$ cat config.mk
export PLATFORM = sky130hd
export DESIGN_NAME = hpc_div
export DESIGN_NICKNAME = d
export VERILOG_FILES = /design/src/sv/hpc_div.sv
export SDC_FILE = /design/constraint.sdc
export NUM_CORES = 1
export LEC_CHECK = 0
export BUFFER_PORTS_ARGS = -buffer_cell sky130_fd_sc_hd__buf_2
export CAP_MARGIN = 20
export CORE_ASPECT_RATIO = 1.4
export CORE_UTILIZATION = 50
export DETAILED_ROUTE_END_ITERATION = 16
export PLACE_DENSITY = 0.75
export RECOVER_POWER = 50
export SLEW_MARGIN = 15
export SYNTH_ARGS = -nofsm -noshare
export SYNTH_HDL_FRONTEND = slang
export SYNTH_SLANG_ARGS = --single-unit
$ cat constraint.sdc
create_clock -name clk -period 3.5 [get_ports clk]
set_input_delay 0.7 -clock clk [delete_from_list [all_inputs] [get_ports clk]]
set_output_delay 0.7 -clock clk [all_outputs]
set_load 0.02 [all_outputs]
$ cat src/sv/hpc_div.sv
// hpc_div: restoring divider, one quotient bit per cycle
// no dependencies; shared by every division of height_profile_classifier

module hpc_div #(
	parameter int DW = 22,
	parameter int VW = 11
) (
	input  logic          clk,
	input  logic          arst_n,
	input  logic          start,
	input  logic [DW-1:0] dividend,
	input  logic [VW-1:0] divisor,
	output logic          done,
	output logic [DW-1:0] quotient
);

	localparam int CW = $clog2(DW + 1);

	logic          busy_q;
	logic          done_q;
	logic [CW-1:0] cnt_q;
	logic [DW-1:0] quo_q;
	logic [VW-1:0] rem_q;
	logic [VW-1:0] dvs_q;

	logic [VW:0] trial;
	logic [VW:0] diff;
	logic        fits;

	// trial subtraction of one step
	always_comb begin
		trial = {rem_q, quo_q[DW-1]};
		diff  = trial - {1'b0, dvs_q};
		fits  = trial >= {1'b0, dvs_q};
	end

	// step counter and completion pulse
	always_ff @(posedge clk or negedge arst_n) begin
		if (!arst_n) begin
			busy_q <= 1'b0;
			done_q <= 1'b0;
			cnt_q  <= '0;
		end else if (start) begin
			busy_q <= 1'b1;
			done_q <= 1'b0;
			cnt_q  <= CW'(DW);
		end else if (busy_q) begin
			cnt_q <= cnt_q - CW'(1);
			if (cnt_q == CW'(1)) begin
				busy_q <= 1'b0;
				done_q <= 1'b1;
			end
		end else begin
			done_q <= 1'b0;
		end
	end

	// partial remainder and quotient shift register
	always_ff @(posedge clk) begin
		if (start) begin
			quo_q <= dividend;
			rem_q <= '0;
			dvs_q <= divisor;
		end else if (busy_q) begin
			rem_q <= fits ? diff[VW-1:0] : trial[VW-1:0];
			quo_q <= {quo_q[DW-2:0], fits};
		end
	end

	assign done     = done_q;
	assign quotient = quo_q;

endmodule

Word level (Yosys, flattened, before mapping). Index checks and enable logic that the tools add are counted. Widths: inputs -> output; s select.

Bits in registers: 51. Bits of input ports: 36. Output and inout port bits: 23. Logic and storage cells: 23.

$add $sub $neg: 2. Magnitude comparators: 1. Eq/ne operators: 2. Multiplexer cells: 11. Reduce and logical (&&, ||, !) cells: 1.

Operator list (number): $mux 22 (2); $ge 12x11->1 (1); $mux 11 (1); $sub 11x11->11 (1); $mux 5 (2); $mux 1 (6); $eq 5x1->1 const B (1); $sub 5x1->5 const B (1); $ne 3x2->1 const B (1); $reduce_bool 2->1 (1).

Longest topological paths before layout.
Depth after elaboration: 4. Gate-level depth with buffers: 11. Depth with buffers taken out: 9.

Worst setup path after synthesis. OpenSTA, ideal clock, no wires.

Path kind: reg-to-reg. Start point: register quo_q[21] (netlist: quotient[21]). End point: register rem_q[0]. Library setup time: 0.079 ns. Arrival time: 2.335 ns. Data required time: 3.421 ns. Setup slack: 1.086 ns. Cell stages (with the launch flop): 11. Buffers on the path: 1. Clock period less this slack: 2.414 ns. Cell sequence: edfxtp_1 -> inv_1 -> ha_1 -> fa_1 -> and2b_1 -> o31a_4 -> o21ai_2 -> a21o_1 -> buf_6 -> mux2_4 -> a211oi_2.

Longest elaborated chain between the ends: 2. Elaborated cells on any way between the ends: 3. Those cells by class: add/sub: 1; order compare: 1; mux: 1.

Ends and longest elaborated chain: start: declaration (line 22) `logic [DW-1:0] quo_q;`; start signal: assignment (line 61) `quo_q <= dividend;`; start signal: assignment (line 66) `quo_q <= {quo_q[DW-2:0], fits};`; $sub 11x11->11 or $ge 12x11->1 (tied branches) (line 33, 34); $mux 11 * (line 65) `rem_q <= fits ? diff[VW-1:0] : trial[VW-1:0];`; end signal: assignment (line 65); end: declaration (line 23) `logic [VW-1:0] rem_q;`.

Every way passes the cells marked *; elsewhere a longest branch is shown, timed or not. A chain may end at the register's enable or synchronous reset.

Worst setup path in the final report. Ends and elaborated chain as after synthesis.

==> summary.txt <==
Synth
  • Post-synthesis sequential area ratio: 0.535
  • Number of synthesized flops with an enable pin: 33
  • Ys Warns: 0
  • Synth Area per Inst: 12.1 sq um
  • Asr flop ratio synth: 0.137
  • Main flop type after synthesis: edfxtp_1
  • #FFs+latches synth: 51
  • Synth Cell Area: 0.00259 sq mm
  • Net count after synthesis: 264
  • Cells after synthesis: 214
  • Post-synth cell types: 44

Placement
  • Setup WS pre-CTS: between 0.7 and 0.8 ns
  • Post-placement cell area: ~0.0029 sq mm
  • Port Buffers: 58
  • Hpwl dp: roughly 3600 microns
  • GP Congestion: 0.845

Worst setup path
  • CP Class: flop to flop
  • CP required: 3.72 ns
  • Critical path peak fanout: 21
  • Kind of start point of the critical path: flop
  • WP data arrival: 2.99 ns
  • Crit. End Element: flop

Layout
  • Ant. Diodes: 0
  • Layout Cell Area excl Fill: 0.00299 sq mm
  • Layout area overhead: 15.3%
  • Final #Nets: 322
  • Share of layout cells above drive strength 1: 0.271
  • Commonest non-fill, non-tap cells in the layout: 38 x buf_2, 33 x edfxtp_1, 22 x mux2_2
  • Fin util: 0.607
  • Commonest non-fill, non-tap cell in the layout: buf_2
  • Filler Cell Count: 429

Worst hold path
  • Worst Hold Class: input pin to asynchronous set/reset pin

Power and ir drop
  • Lkg Pwr: about 1.3 nW
  • Comb power frac: 0.166
  • Sw power: 333 uW
  • P_int: 923 uW
  • Seq pwr share: 0.569
  • Switching Share: 0.265
  • Clk network pwr share: 0.264
  • P per Cell Area: 420 mW/mm^2
  • Peak supply drop: 322 uV

Clock network
  • TritonCTS Buffers: 5
  • Clk slew on worst S/H paths: ~0.09 ns
  • Largest buffer count on any clock path: 2
  • CTS sink cnt: 51
  • Worst skew pair latency: approximately 0.30 ns
  • Post-CTS Hold Buffers: 0
  • Root Driver: clkbuf_8
  • CTS H-Tree Depth: 2
  • CTS resizes: 0
  • Postcts setup bufs: 0
  • CTS tree: done

GRT
  • First-pass GRT wire length: 7710 microns
  • Initial antenna violation count: 0
  • Vias in the first global route: 1,749
  • Total congestion overflow: 0
  • Tot GR Track Use: 0.184
  • Largest net degree at the start of global routing: 35

Drt
  • First-pass detailed-route iteration total: 4
  • Vias per cell: 5.40
  • Drt drc: 0
  • Drt total wl: slightly below 5000 microns
  • Avg WL per Cell: 14.3 microns
  • Via count: between 1,500 and 2,000
  • Detail Route Antenna Nets: 0
  • 1st-iter DRT viols: between 90 and 100

Timing
  • Worst Slack Setup Final: 0.727 ns
  • # setup viols final: 0
  • Setup TNS: 0 ns
  • Max Clk Rate: 0.361 GHz
  • Final period util: 0.792
  • Slew headroom: 0.447
  • Final worst path period need: between 2 and 3 ns
  • RSZ-0062 raised after global routing: false
  • Worst Max-Slew Pin Slew: 0.829 ns
  • Final Max Tran Viols: 0
  • Count of final hold-check violations: 0
  • Worst Skew: 0.00339 ns

Floorplanning
  • Initial Util: 0.527
  • Die width: 62.8 microns
  • Die area: around 0.0055 sq mm
  • I/O pin cnt: 59
  • Die Y: 87.2 microns
  • Cell row count: 30
  • Core area: slightly below 0.005 sq mm

Outcome
  • Status: finished, final reports clean

Flow run
  • Number of max-cap violations: 0
[final timing paths]
check / start / endpoint / slack, ns / cells after the start
worst min-delay path: arst_n / cnt_q[0] / 0.27 / 1
worst max register to register: quotient[21] / rem_q[0] / 0.73 / 9
worst max-delay path: quotient[21] / rem_q[0] / 0.73 / 9
min in group clk: rem_q[1] / rem_q[1] / 0.50 / 2
worst min register to register: rem_q[1] / rem_q[1] / 0.50 / 2
max in group asynchronous: arst_n / done / 2.96 / 1
[final cells by class]
cell class,instances,area (sq um),area share
multi-input cells,138,1100,0.368
clock inverters,2,12.5,0.00419
clock buffers,6,72.6,0.0243
inverters,17,63.8,0.0214
well taps,64,80.1,0.0268
flip-flops and latches,51,1390,0.464
repair buffers,59,273,0.0913
[state kept, by name, indices dropped and copies added (netlist names)]
signal,cells
done,1
cnt_q,5
dvs_q,11
busy_q,1
quotient,22
rem_q,11
[through the flow]
step	instances	hold slack [ns]	total power, mW
6_report	337	0.272	1.26
5_1_grt	337	0.288	1.31
4_1_cts	337	0.212	1.27
3_5_place_dp	329	0.485	0.943
3_3_place_gp	329	0.468	0.939
2_1_floorplan	214	0.404	0.870
[power groups by stage]
| stage | combinational (mW) | clock (mW) | sequential [mW] |
|---|---|---|---|
| 2_1_floorplan | 0.112 | 0 | 0.758 |
| 3_3_place_gp | 0.212 | 0 | 0.727 |
| 3_5_place_dp | 0.216 | 0 | 0.727 |
| 4_1_cts | 0.217 | 0.341 | 0.715 |
| 5_1_grt | 0.229 | 0.358 | 0.721 |
| 6_report | 0.209 | 0.332 | 0.715 |
[worst max-delay path: stages (launching register included)]
cell and delay, ns:
edfxtp_1 0.39, inv_1 0.10, ha_1 0.19, fa_1 0.22
and2b_1 0.20, o31a_4 0.30, o21ai_2 0.17, a21o_1 0.56
mux2_4 0.36, a211oi_2 0.20
[synth_stat cells, drive strengths merged, types with 2 or more instances]
master,count,area (sq um)
edfxtp,33,991
mux2,23,263
inv,17,63.8
nor2,16,60.1
ha,13,163
nand2,12,45.0
dfxtp,11,220
o21ai,9,48.8
dfrtp,7,175
nand2b,7,43.8
a21oi,6,30.0
xnor2,6,52.6
clkbuf,5,18.8
a32oi,4,35.0
o21a,4,31.3
xor2,4,35.0
a211oi,3,27.5
a21o,3,22.5
buf,3,22.5
o31ai,3,22.5
a2111o,2,22.5
a311oi,2,17.5
nand3b,2,15.0
nand4,2,12.5
nor3,2,10.0
nor4,2,12.5
o211ai,2,15.0
o311a,2,20.0
or4b,2,20.0
[cell families (layout without fill, tap and decap cells)]
group	count (synthesis)	in the layout	share of synthesized area
AND/OR/NAND/NOR	48	48	0.0918
AO/OA/AOI/OAI	43	43	0.127
XOR/XNOR	10	10	0.0338
flip-flops	51	51	0.535
multiplexers	23	23	0.101
buffers and inverters	25	84	0.0406
adder cells (fa/ha/maj)	14	14	0.0705
[metal layers]
metal,GRT usage,part of all wire,vias up
li1,-,-,904
met1,0.204,0.42,870
met2,0.344,0.53,42
met3,0.0340,0.037,5
met4,0.0719,0.013,0
met5,0,0,-
Note: power is estimated with default switching activity, not from simulation.
